<file path="config.mk">
export PLATFORM = sky130hd
export DESIGN_NAME = rle_channel_encoder
export DESIGN_NICKNAME = d
export VERILOG_FILES = /design/src/sv/rce_pkg.sv /design/src/sv/rle_channel_encoder.sv
export VERILOG_INCLUDE_DIRS = /design/src /design/src/sv
export SDC_FILE = /design/constraint.sdc
export NUM_CORES = 2
export LEC_CHECK = 0
export BUFFER_PORTS_ARGS = -buffer_cell sky130_fd_sc_hd__buf_2
export CORE_UTILIZATION = 63
export CTS_CLUSTER_DIAMETER = 30
export DETAILED_ROUTE_END_ITERATION = 8
export PLACE_DENSITY = 0.8
export SYNTH_ARGS = -nofsm -noshare
export SYNTH_HDL_FRONTEND = slang
export SYNTH_SLANG_ARGS = --single-unit
</file>
<file path="constraint.sdc">
create_clock -name clk -period 6.14 [get_ports clk]
set_input_delay 0.614 -clock clk [delete_from_list [all_inputs] [get_ports clk]]
set_output_delay 0.614 -clock clk [all_outputs]
set_load 0.05 [all_outputs]
</file>
<file path="src/sv/rle_channel_encoder_assert.svh">
// Assertion helpers for the run-length encoder.
// Both sample on the rising edge of clk and stay quiet while rst_n is low.
`ifndef RLE_CHANNEL_ENCODER_ASSERT_SVH
`define RLE_CHANNEL_ENCODER_ASSERT_SVH

// Consequent must hold in the same cycle as the antecedent.
`define RCE_ASSERT_NOW(lbl, ante, cons, msg) \
    lbl: assert property (@(posedge clk) disable iff (!rst_n) (ante) |-> (cons)) \
        else $error(msg);

// Consequent must hold in the cycle after the antecedent.
`define RCE_ASSERT_NEXT(lbl, ante, cons, msg) \
    lbl: assert property (@(posedge clk) disable iff (!rst_n) (ante) |=> (cons)) \
        else $error(msg);

`endif

</file>
<file path="src/sv/rce_pkg.sv">
`default_nettype none

package rce_pkg;

    localparam int RCE_MAX_SEGMENT = 128;
    localparam int LANE_BYTES      = 8;
    localparam int BYTE_W          = 8;
    localparam int COUNT_W         = 4;
    localparam int FIX_SLOTS       = 4;
    localparam int FIX_IDX_W       = $clog2(FIX_SLOTS);
    localparam int FIX_CNT_W       = $clog2(FIX_SLOTS + 1);
    localparam int LANE_IDX_W      = $clog2(LANE_BYTES);

    localparam logic [BYTE_W-1:0] RUN_FLAG    = 8'h80;
    localparam logic [BYTE_W-1:0] LIT_ONE_HDR = 8'h00;

    typedef logic [BYTE_W-1:0]                  byte_t;
    typedef logic [FIX_SLOTS-1:0][BYTE_W-1:0]   fix_t;
    typedef logic [LANE_BYTES-1:0][BYTE_W-1:0]  lane_t;

endpackage

`default_nettype wire

</file>
<file path="src/sv/rle_channel_encoder.sv">
`default_nettype none
`include "rle_channel_encoder_assert.svh"

// Channel  Direction  Handshake             Word payload
// -------  ---------  --------------------  ---------------------------------------------
// in       input      in_valid / in_stall   data_byte, end_of_channel
// out      output     out_valid / out_stall packed_bytes, byte_count, group_last,
//                                           channel_last
//
// A byte that closes no segment leaves in_stall low; one that closes segments holds it high
// until the N encoded bytes it releases (up to MAX_SEGMENT + 1) have left stage 1, since
// the store has one read port; the sequencer moves one encoded byte per unstalled cycle.
// rst_n clears segment and handshake state; the literal store needs no clearing pass.
// in_stall is high while the sequencer owes bytes; a finished word waits in the output
// register, so out_stall holds the sequencer only once the next word is complete.
module rle_channel_encoder
    import rce_pkg::*;
#(
    parameter int MAX_SEGMENT = RCE_MAX_SEGMENT
)
(
    input  wire logic                           clk,
    input  wire logic                           rst_n,

    input  wire logic                           in_valid,
    output logic                                in_stall,
    input  wire logic [BYTE_W-1:0]              data_byte,
    input  wire logic                           end_of_channel,

    output logic                                out_valid,
    input  wire logic                           out_stall,
    output logic [LANE_BYTES*BYTE_W-1:0]        packed_bytes,
    output logic [COUNT_W-1:0]                  byte_count,
    output logic                                group_last,
    output logic                                channel_last
);

    localparam int LEN_W  = $clog2(MAX_SEGMENT + 1);
    localparam int ADDR_W = $clog2(MAX_SEGMENT);
    localparam int POS_W  = $clog2(MAX_SEGMENT + 6);

    localparam logic [LEN_W-1:0] SEG_MAX = LEN_W'(MAX_SEGMENT);

    localparam logic [1:0] MODE_IDLE = 2'd0;
    localparam logic [1:0] MODE_LIT  = 2'd1;
    localparam logic [1:0] MODE_RUN  = 2'd2;

    function automatic byte_t run_hdr(input logic [LEN_W-1:0] n);
        return RUN_FLAG | {1'b0, 7'(n - LEN_W'(1))};
    endfunction

    function automatic byte_t lit_hdr(input logic [LEN_W-1:0] n);
        return {1'b0, 7'(n - LEN_W'(1))};
    endfunction

    // ------------------------------------------------------------------
    // Segment state
    // ------------------------------------------------------------------
    logic [1:0]         mode_reg, mode_next;
    logic [LEN_W-1:0]   lit_len_reg, lit_len_next;
    byte_t              run_val_reg, run_val_next;
    logic [LEN_W-1:0]   run_len_reg, run_len_next;
    // Last two literal bytes, kept beside the store so that the three-equal check
    // needs no read.
    byte_t              tail1_reg, tail1_next;
    byte_t              tail2_reg, tail2_next;

    // Literal store: one write port at item acceptance, one registered read port
    // driven by the byte sequencer.
    byte_t              lit_mem [MAX_SEGMENT];
    byte_t              mem_rdata_reg;
    logic               mem_we;
    logic [ADDR_W-1:0]  mem_waddr;
    logic               rd_en;
    logic [ADDR_W-1:0]  rd_addr;

    // Emission plan of the current item: optional literal (header plus store
    // bytes), then up to four fixed bytes (run codes, one-byte literal).
    logic               plan_lit_en;
    logic [LEN_W-1:0]   plan_lit_n;
    fix_t               plan_fix;
    logic [FIX_CNT_W-1:0] plan_fix_cnt;
    logic [POS_W-1:0]   plan_lit_part;
    logic [POS_W-1:0]   plan_total;

    logic               open_run;
    logic [LEN_W-1:0]   run_n;
    logic [LEN_W-1:0]   rl_inc;
    logic               start_seg;
    logic               start_slot2;

    logic               in_take;

    // ------------------------------------------------------------------
    // Byte sequencer and lane packer
    // ------------------------------------------------------------------
    logic               busy_reg, busy_next;
    logic [POS_W-1:0]   pos_reg, pos_next;
    logic [POS_W-1:0]   total_reg;
    logic [POS_W-1:0]   lit_part_reg;
    byte_t              lit_hdr_reg;
    fix_t               fix_reg;
    logic               eoc_reg;

    logic               s1_valid_reg, s1_valid_next;
    logic               s1_mem_reg, s1_mem_next;
    byte_t              s1_byte_reg, s1_byte_next;
    logic               s1_last_reg, s1_last_next;

    lane_t              acc_reg, acc_next;
    logic [LANE_IDX_W-1:0] acc_cnt_reg, acc_cnt_next;

    logic               out_valid_reg, out_valid_next;
    lane_t              out_data_reg, out_data_next;
    logic [COUNT_W-1:0] out_cnt_reg, out_cnt_next;
    logic               out_glast_reg, out_glast_next;
    logic               out_clast_reg, out_clast_next;

    logic               in_hdr;
    logic               in_body;
    logic [FIX_IDX_W-1:0] fidx;
    byte_t              issue_byte;
    byte_t              s1_data;
    lane_t              word_build;
    logic               word_done;
    logic               out_free;
    logic               s1_take;
    logic               issue;

    assign in_take = in_valid && !in_stall;
    assign in_stall = busy_reg;

    // ------------------------------------------------------------------
    // Segment decision for one input byte
    // ------------------------------------------------------------------
    always_comb
    begin
        mode_next    = mode_reg;
        lit_len_next = lit_len_reg;
        run_val_next = run_val_reg;
        run_len_next = run_len_reg;
        tail1_next   = tail1_reg;
        tail2_next   = tail2_reg;
        mem_we       = 1'b0;
        mem_waddr    = '0;
        plan_lit_en  = 1'b0;
        plan_lit_n   = '0;
        plan_fix     = '0;
        plan_fix_cnt = '0;
        open_run     = 1'b0;
        run_n        = '0;
        start_seg    = 1'b0;
        start_slot2  = 1'b0;
        rl_inc       = run_len_reg + LEN_W'(1);

        case (mode_reg)
            MODE_RUN:
            begin
                if (data_byte == run_val_reg && run_len_reg < SEG_MAX) begin
                    // Extend the run.
                    open_run = 1'b1;
                    run_n    = rl_inc;
                end
                else begin
                    // Close the run, then open a fresh segment on this byte.
                    plan_fix[0]  = run_hdr(run_len_reg);
                    plan_fix[1]  = run_val_reg;
                    plan_fix_cnt = FIX_CNT_W'(2);
                    start_seg    = 1'b1;
                    start_slot2  = 1'b1;
                end
            end
            MODE_LIT:
            begin
                if (lit_len_reg != '0 && lit_len_reg < SEG_MAX) begin
                    if (lit_len_reg == LEN_W'(1) && data_byte == tail1_reg) begin
                        // Two equal leading bytes turn the segment into a run.
                        open_run = 1'b1;
                        run_n    = LEN_W'(2);
                    end
                    else if (lit_len_reg >= LEN_W'(3) && tail2_reg == data_byte &&
                             tail1_reg == data_byte) begin
                        // Three equal bytes: drop the last two from the literal.
                        plan_lit_en = 1'b1;
                        plan_lit_n  = lit_len_reg - LEN_W'(2);
                        open_run    = 1'b1;
                        run_n       = LEN_W'(3);
                    end
                    else begin
                        mem_we       = 1'b1;
                        mem_waddr    = ADDR_W'(lit_len_reg);
                        lit_len_next = lit_len_reg + LEN_W'(1);
                        tail2_next   = tail1_reg;
                        tail1_next   = data_byte;
                        if (lit_len_reg + LEN_W'(1) >= SEG_MAX || end_of_channel) begin
                            plan_lit_en  = 1'b1;
                            plan_lit_n   = lit_len_reg + LEN_W'(1);
                            mode_next    = MODE_IDLE;
                            lit_len_next = '0;
                            run_len_next = '0;
                        end
                    end
                end
                else begin
                    start_seg = 1'b1;
                end
            end
            default:
            begin
                start_seg = 1'b1;
            end
        endcase

        if (open_run) begin
            run_val_next = data_byte;
            if (run_n >= SEG_MAX || end_of_channel) begin
                plan_fix[0]  = run_hdr(run_n);
                plan_fix[1]  = data_byte;
                plan_fix_cnt = FIX_CNT_W'(2);
                mode_next    = MODE_IDLE;
                lit_len_next = '0;
                run_len_next = '0;
            end
            else begin
                mode_next    = MODE_RUN;
                lit_len_next = '0;
                run_len_next = run_n;
            end
        end

        if (start_seg) begin
            if (end_of_channel) begin
                // A lone final byte goes out as a one-byte literal.
                if (start_slot2) begin
                    plan_fix[2]  = LIT_ONE_HDR;
                    plan_fix[3]  = data_byte;
                    plan_fix_cnt = FIX_CNT_W'(4);
                end
                else begin
                    plan_fix[0]  = LIT_ONE_HDR;
                    plan_fix[1]  = data_byte;
                    plan_fix_cnt = FIX_CNT_W'(2);
                end
                mode_next    = MODE_IDLE;
                lit_len_next = '0;
                run_len_next = '0;
            end
            else begin
                mem_we       = 1'b1;
                mem_waddr    = '0;
                tail1_next   = data_byte;
                lit_len_next = LEN_W'(1);
                run_len_next = '0;
                mode_next    = MODE_LIT;
            end
        end

        plan_lit_part = plan_lit_en ? (POS_W'(plan_lit_n) + POS_W'(1)) : '0;
        plan_total    = plan_lit_part + POS_W'(plan_fix_cnt);
    end

    always_ff @(posedge clk or negedge rst_n)
    begin
        if (!rst_n) begin
            mode_reg    <= MODE_IDLE;
            lit_len_reg <= '0;
            run_val_reg <= '0;
            run_len_reg <= '0;
        end
        else if (in_take) begin
            mode_reg    <= mode_next;
            lit_len_reg <= lit_len_next;
            run_val_reg <= run_val_next;
            run_len_reg <= run_len_next;
        end
    end

    always_ff @(posedge clk)
    begin
        if (in_take) begin
            tail1_reg    <= tail1_next;
            tail2_reg    <= tail2_next;
            lit_part_reg <= plan_lit_part;
            total_reg    <= plan_total;
            lit_hdr_reg  <= lit_hdr(plan_lit_n);
            fix_reg      <= plan_fix;
            eoc_reg      <= end_of_channel;
        end
    end

    // Literal store. Reads are only issued while no item can be taken, so a read
    // never meets a write of the same cycle.
    always_ff @(posedge clk)
    begin
        if (in_take && mem_we) begin
            lit_mem[mem_waddr] <= data_byte;
        end
        if (rd_en) begin
            mem_rdata_reg <= lit_mem[rd_addr];
        end
    end

    // ------------------------------------------------------------------
    // Byte sequencer: walk the plan one encoded byte per unstalled cycle
    // ------------------------------------------------------------------
    assign in_hdr     = (pos_reg == '0) && (lit_part_reg != '0);
    assign in_body    = (pos_reg != '0) && (pos_reg < lit_part_reg);
    assign fidx       = FIX_IDX_W'(pos_reg - lit_part_reg);
    assign issue_byte = in_hdr ? lit_hdr_reg : fix_reg[fidx];
    assign rd_addr    = ADDR_W'(pos_reg - POS_W'(1));

    // Stage 1 holds one byte; a store byte lives in the read register, which keeps
    // its value while no new read is issued.
    assign s1_data   = s1_mem_reg ? mem_rdata_reg : s1_byte_reg;
    assign word_done = (acc_cnt_reg == LANE_IDX_W'(LANE_BYTES - 1)) || s1_last_reg;
    assign out_free  = !out_valid_reg || !out_stall;
    assign s1_take   = s1_valid_reg && (!word_done || out_free);
    assign issue     = busy_reg && (pos_reg != total_reg) && (!s1_valid_reg || s1_take);
    assign rd_en     = issue && in_body;

    always_comb
    begin
        for (int i = 0; i < LANE_BYTES; i++) begin
            if (LANE_IDX_W'(i) < acc_cnt_reg) begin
                word_build[i] = acc_reg[i];
            end
            else if (LANE_IDX_W'(i) == acc_cnt_reg) begin
                word_build[i] = s1_data;
            end
            else begin
                word_build[i] = '0;
            end
        end
    end

    always_comb
    begin
        busy_next      = busy_reg;
        pos_next       = pos_reg;
        s1_valid_next  = s1_valid_reg;
        s1_mem_next    = s1_mem_reg;
        s1_byte_next   = s1_byte_reg;
        s1_last_next   = s1_last_reg;
        acc_next       = acc_reg;
        acc_cnt_next   = acc_cnt_reg;
        out_valid_next = out_valid_reg;
        out_data_next  = out_data_reg;
        out_cnt_next   = out_cnt_reg;
        out_glast_next = out_glast_reg;
        out_clast_next = out_clast_reg;

        // Output register drains when the consumer takes it.
        if (out_valid_reg && !out_stall) begin
            out_valid_next = 1'b0;
        end

        if (s1_take) begin
            s1_valid_next = 1'b0;
            if (word_done) begin
                out_valid_next = 1'b1;
                out_data_next  = word_build;
                out_cnt_next   = COUNT_W'(acc_cnt_reg) + COUNT_W'(1);
                out_glast_next = s1_last_reg;
                out_clast_next = s1_last_reg && eoc_reg;
                acc_cnt_next   = '0;
            end
            else begin
                acc_next     = word_build;
                acc_cnt_next = acc_cnt_reg + LANE_IDX_W'(1);
            end
            if (s1_last_reg) begin
                busy_next = 1'b0;
            end
        end

        if (issue) begin
            s1_valid_next = 1'b1;
            s1_mem_next   = in_body;
            s1_byte_next  = issue_byte;
            s1_last_next  = (pos_reg + POS_W'(1) == total_reg);
            pos_next      = pos_reg + POS_W'(1);
        end

        if (in_take) begin
            busy_next = (plan_total != '0);
            pos_next  = '0;
        end
    end

    always_ff @(posedge clk or negedge rst_n)
    begin
        if (!rst_n) begin
            busy_reg      <= 1'b0;
            pos_reg       <= '0;
            s1_valid_reg  <= 1'b0;
            acc_cnt_reg   <= '0;
            out_valid_reg <= 1'b0;
        end
        else begin
            busy_reg      <= busy_next;
            pos_reg       <= pos_next;
            s1_valid_reg  <= s1_valid_next;
            acc_cnt_reg   <= acc_cnt_next;
            out_valid_reg <= out_valid_next;
        end
    end

    always_ff @(posedge clk)
    begin
        s1_mem_reg    <= s1_mem_next;
        s1_byte_reg   <= s1_byte_next;
        s1_last_reg   <= s1_last_next;
        acc_reg       <= acc_next;
        out_data_reg  <= out_data_next;
        out_cnt_reg   <= out_cnt_next;
        out_glast_reg <= out_glast_next;
        out_clast_reg <= out_clast_next;
    end

    assign out_valid    = out_valid_reg;
    assign packed_bytes = out_data_reg;
    assign byte_count   = out_cnt_reg;
    assign group_last   = out_glast_reg;
    assign channel_last = out_clast_reg;

    // ------------------------------------------------------------------
    // Assertions
    // ------------------------------------------------------------------
    `RCE_ASSERT_NOW(a_take_drained, in_take, !s1_valid_reg && acc_cnt_reg == '0, "byte taken while encoded bytes in flight")
    `RCE_ASSERT_NOW(a_lit_len_range, mode_reg == MODE_LIT, lit_len_reg != '0 && lit_len_reg < SEG_MAX, "open literal length out of range")
    `RCE_ASSERT_NOW(a_pos_bound, busy_reg, pos_reg <= total_reg, "sequencer ran past the plan")
    `RCE_ASSERT_NEXT(a_read_hold, s1_valid_reg && s1_mem_reg && !s1_take, $stable(mem_rdata_reg), "held store byte changed")

endmodule

`default_nettype wire
</file>
Word level (Yosys, flattened, before mapping)
Memory sizes are Yosys's and may differ from the RTL's. A register that Yosys moved wholly into a read port is not among the register bits.
Cells that the tools add are included.
{"block": "totals", "output_inout_bits": 72, "in_bits": 13, "ff_bits": 256, "memories": 1, "ram_bits": 1024}
{"block": "op_classes", "n_addsub": 13, "n_mux": 115, "order_cmp": 15, "eq_ne": 19, "reduce_logical": 48, "bitwise": 3}
{"name": "lit_mem", "words": 128, "word_bits": 8, "read_ports": 1, "rd_ports_with_merged_regs": 1, "write_ports": 1, "line_no": "rle_channel_encoder.sv:70", "rtl": "byte_t lit_mem [MAX_SEGMENT];"}
{"operator": "2-to-1 mux 8 bit", "n": 48}
{"operator": "2-to-1 mux 16 bit", "n": 7}
{"operator": "2-to-1 mux 7 bit", "n": 7}
{"operator": "== test 8 bit", "n": 5}
{"operator": "adder 8 x 1 -> 8 bit (second input constant)", "n": 4}
{"operator": "nonzero test 8 bit", "n": 4}
{"operator": "2-to-1 mux 1 bit", "n": 30}
{"operator": "subtractor 7 x 1 -> 7 bit (second input constant)", "n": 4}
{"operator": "2-to-1 mux 2 bit", "n": 13}
{"operator": "2-to-1 mux 3 bit", "n": 6}
{"operator": "binary-select mux 8 bit (select 2 bit)", "n": 1}
{"operator": "greater-or-equal comparator 8 bit (second input constant)", "n": 2}
{"operator": "< comparator 8 bit (second input constant)", "n": 2}
{"operator": "case mux 8 bit (2 select lines)", "n": 1}
{"operator": "logical AND 1 bit", "n": 15}
{"operator": "== test 3 bit (first input constant)", "n": 4}
{"operator": "< comparator 3 bit (first input constant)", "n": 4}
{"operator": "AND reduction 2 bit", "n": 5}
{"operator": "AND reduction 5 bit", "n": 2}
{"operator": "nonzero test 3 bit", "n": 3}
{"operator": "adder 8 x 3 -> 8 bit", "n": 1}
{"operator": "== test 8 x 1 -> 1 bit (second input constant)", "n": 1}
{"operator": "greater-or-equal comparator 8 x 2 -> 1 bit (second input constant)", "n": 1}
{"operator": "zero test 8 bit", "n": 1}
{"operator": "other kinds (23)", "n": 42}

Logic depth before layout (Yosys ltp)
{"block": "depth", "ltp_word": 16, "depth_mapped": 21, "depth_no_buf": 18}

Least setup slack after synthesis
Ideal clock, no wire load.
{"block": "synth_timing", "path_kind": "reg2reg", "start": "register acc_cnt_reg[0]", "end": "register out_cnt_reg[0] (netlist: byte_count[0]), enable pin", "arrival_time_ns": 4.200, "stages_incl_launch_ff": 6, "setup_time_ns": 0.499, "n_path_buf": 0, "slack_ns": 1.441, "t_required_ns": 5.641, "path_cell_list": "dfrtp_1 -> ha_1 -> ha_1 -> nor2_1 -> o21ai_0 -> nor2_1"}
{"block": "synth_between", "elab_chain_len": 6}
{"item": "start: declaration", "line_no": "rle_channel_encoder.sv:111", "rtl": "logic [LANE_IDX_W-1:0] acc_cnt_reg, acc_cnt_next;"}
{"item": "start signal: assignment", "line_no": "rle_channel_encoder.sv:403", "rtl": "acc_cnt_reg <= acc_cnt_next;"}
{"item": "== test 3 bit *", "line_no": "rle_channel_encoder.sv:315", "rtl": "assign word_done = (acc_cnt_reg == LANE_IDX_W'(LANE_BYTES - 1)) || s1_last_reg;"}
{"item": "logical OR 1 bit *", "line_no": "rle_channel_encoder.sv:315"}
{"item": "zero test 1 bit", "line_no": "rle_channel_encoder.sv:317", "rtl": "assign s1_take = s1_valid_reg && (!word_done || out_free);"}
{"item": "logical OR 1 bit", "line_no": "rle_channel_encoder.sv:317"}
{"item": "logical AND 1 bit", "line_no": "rle_channel_encoder.sv:317"}
{"item": "AND reduction 2 bit (no source line) *"}
{"item": "end signal: assignment", "line_no": "rle_channel_encoder.sv:415", "rtl": "out_cnt_reg <= out_cnt_next;"}
{"item": "end: declaration", "line_no": "rle_channel_encoder.sv:115", "rtl": "logic [COUNT_W-1:0] out_cnt_reg, out_cnt_next;"}
Every way passes the cells marked *; elsewhere a longest branch is shown, timed or not.
A chain may end at the register's enable or synchronous reset.

Worst setup path after layout
{"block": "layout_timing", "start": "register lit_len_reg[3]", "end": "register busy_reg (netlist: in_stall)"}
{"block": "layout_between", "elab_chain_len": 16, "elab_cells_between_ends": 43}
{"item": "start: declaration", "line_no": "rle_channel_encoder.sv:60", "rtl": "logic [LEN_W-1:0] lit_len_reg, lit_len_next;"}
{"item": "start signal: assignment", "line_no": "rle_channel_encoder.sv:272", "rtl": "lit_len_reg <= lit_len_next;"}
{"item": "branches (longest 13 deep; another with adder 8 x 1 -> 8 bit)"}
{"item": "adder 8 x 3 -> 8 bit *", "line_no": "rle_channel_encoder.sv:259", "rtl": "plan_total = plan_lit_part + POS_W'(plan_fix_cnt);"}
{"item": "nonzero test 8 bit *", "line_no": "rle_channel_encoder.sv:385", "rtl": "busy_next = (plan_total != '0);"}
{"item": "2-to-1 mux 1 bit *", "line_no": "rle_channel_encoder.sv:384", "rtl": "if (in_take) begin"}
{"item": "end signal: assignment", "line_no": "rle_channel_encoder.sv:400", "rtl": "busy_reg <= busy_next;"}
{"item": "end: declaration", "line_no": "rle_channel_encoder.sv:97", "rtl": "logic busy_reg, busy_next;"}
Every way passes the cells marked *.

==> results.txt <==
----------------------------------------------------
[GRT]
  Maximum number of pins on one net before global-route repair ... 100
  Met2 Resource Use GR ... 0.531
  Wire length of the first global-routing pass ... between 150000 and 200000 um
  GR met1 Demand/Resource ... 0.442
  Total overflow reported by the global router ... 0
  Number of antenna violations at the first check in global routing ... 6
  Via count of the first global-routing pass ... between 20k and 30k
  Met3 Track Usage GR ... 0.0723
  Most congested layer reported by global routing ... met2
  Overall routing resource usage ... 0.328

[STA]
  Highest clock rate ... between 200 and 250 MHz
  Tightest hold margin ... -0.00897 ns
  Unrepaired setup endpoints after global routing ... no
  Final hold violation count ... 2
  Setup total negative slack ... 0 ns
  Max-Slew Margin vs Limit ... 0.184
  Final worst path period need ... roughly 4.8 ns
  Transition time at the pin with the least slew margin ... between 1 and 1.5 ns
  Count of final setup violators ... 0
  Final-report max-slew violation count ... 0
  Period utilization ... 0.785
  Post-route clock skew ... approximately 0.064 ns

[Layout]
  Flip-flop count of the largest register after layout ... about 1k
  N_diodes ... 0
  Area growth, synth to finish ... 16.5%
  Fraction of layout cells with a size suffix above 1 ... 0.292
  Total number of nets in the final design ... ~2.9k
  Final design utilization ... 0.742

[Die]
  Initial core utilization ... 0.637
  Boundary pin count ... 85
  Placement row count ... about 100
  Chip height ... 288 um
  Overall die area ... between 0.08 and 0.09 sq mm
  Std-Cell Core Area ... approximately 0.081 sq mm
  Die Wd ... around 290 um

[Clock network]
  CTS clock-pin slew for the worst setup and hold paths ... approximately 0.060 ns
  Clock tree from TritonCTS ... yes
  CTS Sinks ... approximately 1.3k
  Number of buffers inserted by post-CTS setup repair ... 0
  Post-cts resize count ... 0
  Clk_lat worst skew ... approximately 0.80 ns
  CTS Hold Buffers Added ... 0
  Buffer depth of the longest clock path ... 3
  Clk Tree Root Cell ... clkbuf_16
  H-tree levels ... 4
  Inserted Clock Buffers ... 190

[Critical path]
  CP peak stage delay ... 0.66 ns
  Maximum net fanout on the critical path ... 19
  Critical path's most frequent cell ... or4_4
  Type of element launching the critical path ... flop
  Signal arrival time at the worst endpoint ... about 5.5 ns
  Cells along the critical path ... or4_4 -> nor4b_4 -> a21o_2 -> and3_1 -> a21oi_1 -> or2_2 -> nor2b_1 -> buf_4 -> inv_2 -> a31oi_1 -> ha_1 -> inv_1 -> fa_1 -> or4_4 -> xnor2_2 -> a41oi_1
  Crit-path slowest cell ... or4_4
  WP data required ... slightly below 7 ns
  Critical path capture point type ... flop
  Crit Path Class ... reg -> reg

[Drt]
  DRC marker count from the first detailed-route iteration ... approximately 3.7k
  Total DRC errors in the routed layout ... 14
  DR pass1 iterations ... 8
  Via count ... roughly 28k
  Detail Route Antenna Nets ... 0
  Final wirelength ... 132000 um
  Routed vias/inst ... approximately 6.9
  Post-detailed-route wirelength per cell ... between 30 and 40 um

[Status]
  Status ... finished, violations left
  Violations in the final reports ... DRC, hold timing

[Yosys]
  Sequential fraction of the synthesis area ... 0.739
  Netlist area before placement ... 0.0514 sq mm
  Post-synth top area share ... 0.719
  Count of different cell masters after synthesis ... 70
  Async set or reset register ratio after synthesis ... 0.0315
  Number of synthesized register bits ... roughly 1.3k
  Number of enable-type register cells in the synthesized netlist ... roughly 1.2k
  Synthesis Warnings ... 0
  Cell count after synthesis ... approximately 2.6k
  Net Count, Synth ... 2685
  Syn avg cell area ... ~19 sq um
  Predominant post-synthesis flop cell ... edfxtp_1
  Leading post-synthesis cells by cell area ... edfxtp_1 72%, mux4_2 15%, dfrtp_1 1.9%
  Cell taking the most area after synthesis ... edfxtp_1

[Placed design]
  Estimated wirelength of the detail-placed design ... just over 70000 um
  Port Buffer Count ... 84
  Last weighted congestion value of the routability-driven placer ... a little over 0.9

[Flow run]
  Max-cap check violation count ... 0

[Power and ir drop]
  Power consumption ... between 30 and 40 mW
  Static power due to leakage ... 19.6 nW
  PwrDens ... roughly 510 mW/mm^2
  Max VDD drop ... around 0.00047 V

[Hold path]
  Min-delay worst type ... in -> async

----------------------------------------------------
==> routing by layer <==
layer | vias up | share of wire
met3 | 372 | 0.11
met1 | 14327 | 0.35
met5 | - | 0.00027
met2 | 2092 | 0.50
met4 | 6 | 0.039
li1 | 11136 | -
==> critical path, delay by kind of cell (launching register included) <==
family,cells,cell delay [ns]
and+or+nand+nor,6,2.27
DFF,1,0.61
buffers and inverters,3,0.32
adders and majority gates,2,0.63
AOI/OAI and AO/OA,4,0.73
xor gates and xnor gates,1,0.16
==> layout make-up <==
cell class              instances  area (sq um)
clock buffers                 210          4880
clock inverters               147          1750
fillers                      4113         20800
inverters                      43           161
multi-input cells            1190         12800
flip-flops and latches       1271         38000
well taps                    1060          1330
repair buffers                143           996
==> cells in the final DEF, fill, tap and decap left out, types with 18 or more instances in the layout <==
cell and instances:
clkinv_2 26, and2_1 34, clkbuf_16 191, nand2_1 150, nor2_1 194, o21ai_0 69
buf_2 76, bufinv_16 20, mux2_2 35, nor3_1 25, buf_4 58, dfrtp_1 39
clkinv_4 18, a22o_1 18, edfxtp_1 1231, ha_1 27, clkinvlp_4 24, nand3_1 32
mux4_2 336, a21oi_1 35, inv_6 21, clkinv_1 18, inv_1 39, xnor2_1 33
xor2_1 34
==> Yosys cell counts, types with 10 or more instances <==
library cell  number
nand3_1           32
o21ai_0           69
mux2_2            35
and2_1            35
and3_1            10
nor2_1           195
a21boi_0          16
inv_1             40
nand2_1          150
a21oi_1           35
edfxtp_1        1231
nor3_1            25
mux4_2           336
ha_1              28
a22o_1            18
buf_2             12
xnor2_1           35
dfrtp_1           40
clkbuf_1         108
buf_1             17
mux2i_1           12
xor2_1            36
==> final timing paths <==
| path | from | endpoint | slack, ns | cells after the start |
|---|---|---|---|---|
| worst max register to register | lit_len_reg[3] | in_stall | 1.32 | 16 |
| min in group clk | out_stall | out_valid | 0.12 | 3 |
| worst min register to register | run_len_reg[7] | run_len_reg[7] | 0.49 | 1 |
| worst max-delay path | lit_len_reg[3] | in_stall | 1.32 | 16 |
| max in group asynchronous | rst_n | pos_reg[0] | 5.32 | 1 |
| worst min-delay path | rst_n | acc_cnt_reg[1] | -0.009 | 1 |
==> stage by stage <==
| stage | instance area, sq um | setup WS (ns) | std cells | hold WS [ns] |
|---|---|---|---|---|
| floorplan | 51400 | 1.44 | 2642 | 0.318 |
| global placement | 53200 | 1.28 | 3707 | 0.481 |
| detailed placement | 53200 | 1.18 | 3707 | 0.472 |
| CTS | 59900 | 1.38 | 4064 | 0.00931 |
| global route | 59900 | 1.06 | 4064 | 0.0535 |
| finish | 59900 | 1.32 | 4064 | -0.00897 |
==> kinds of logic after synthesis <==
| family | after synthesis | synth area share |
|---|---|---|
| buf+inv | 181 | 0.0137 |
| mux | 383 | 0.157 |
| compound gates | 184 | 0.0229 |
| fa+ha+maj | 30 | 0.00760 |
| simple gates | 521 | 0.0476 |
| xor+xnor | 72 | 0.0124 |
| flops | 1271 | 0.739 |
==> power by group <==
group / internal (mW) / switching (mW) / total, mW / leakage [nW]
clock: 6.73 / 4.33 / 11.1 / 3.16
sequential: 10.2 / 0.289 / 10.5 / 11.7
combinational: 3.77 / 5.30 / 9.07 / 4.72
No activity file was read; power rests on OpenSTA's default activity.
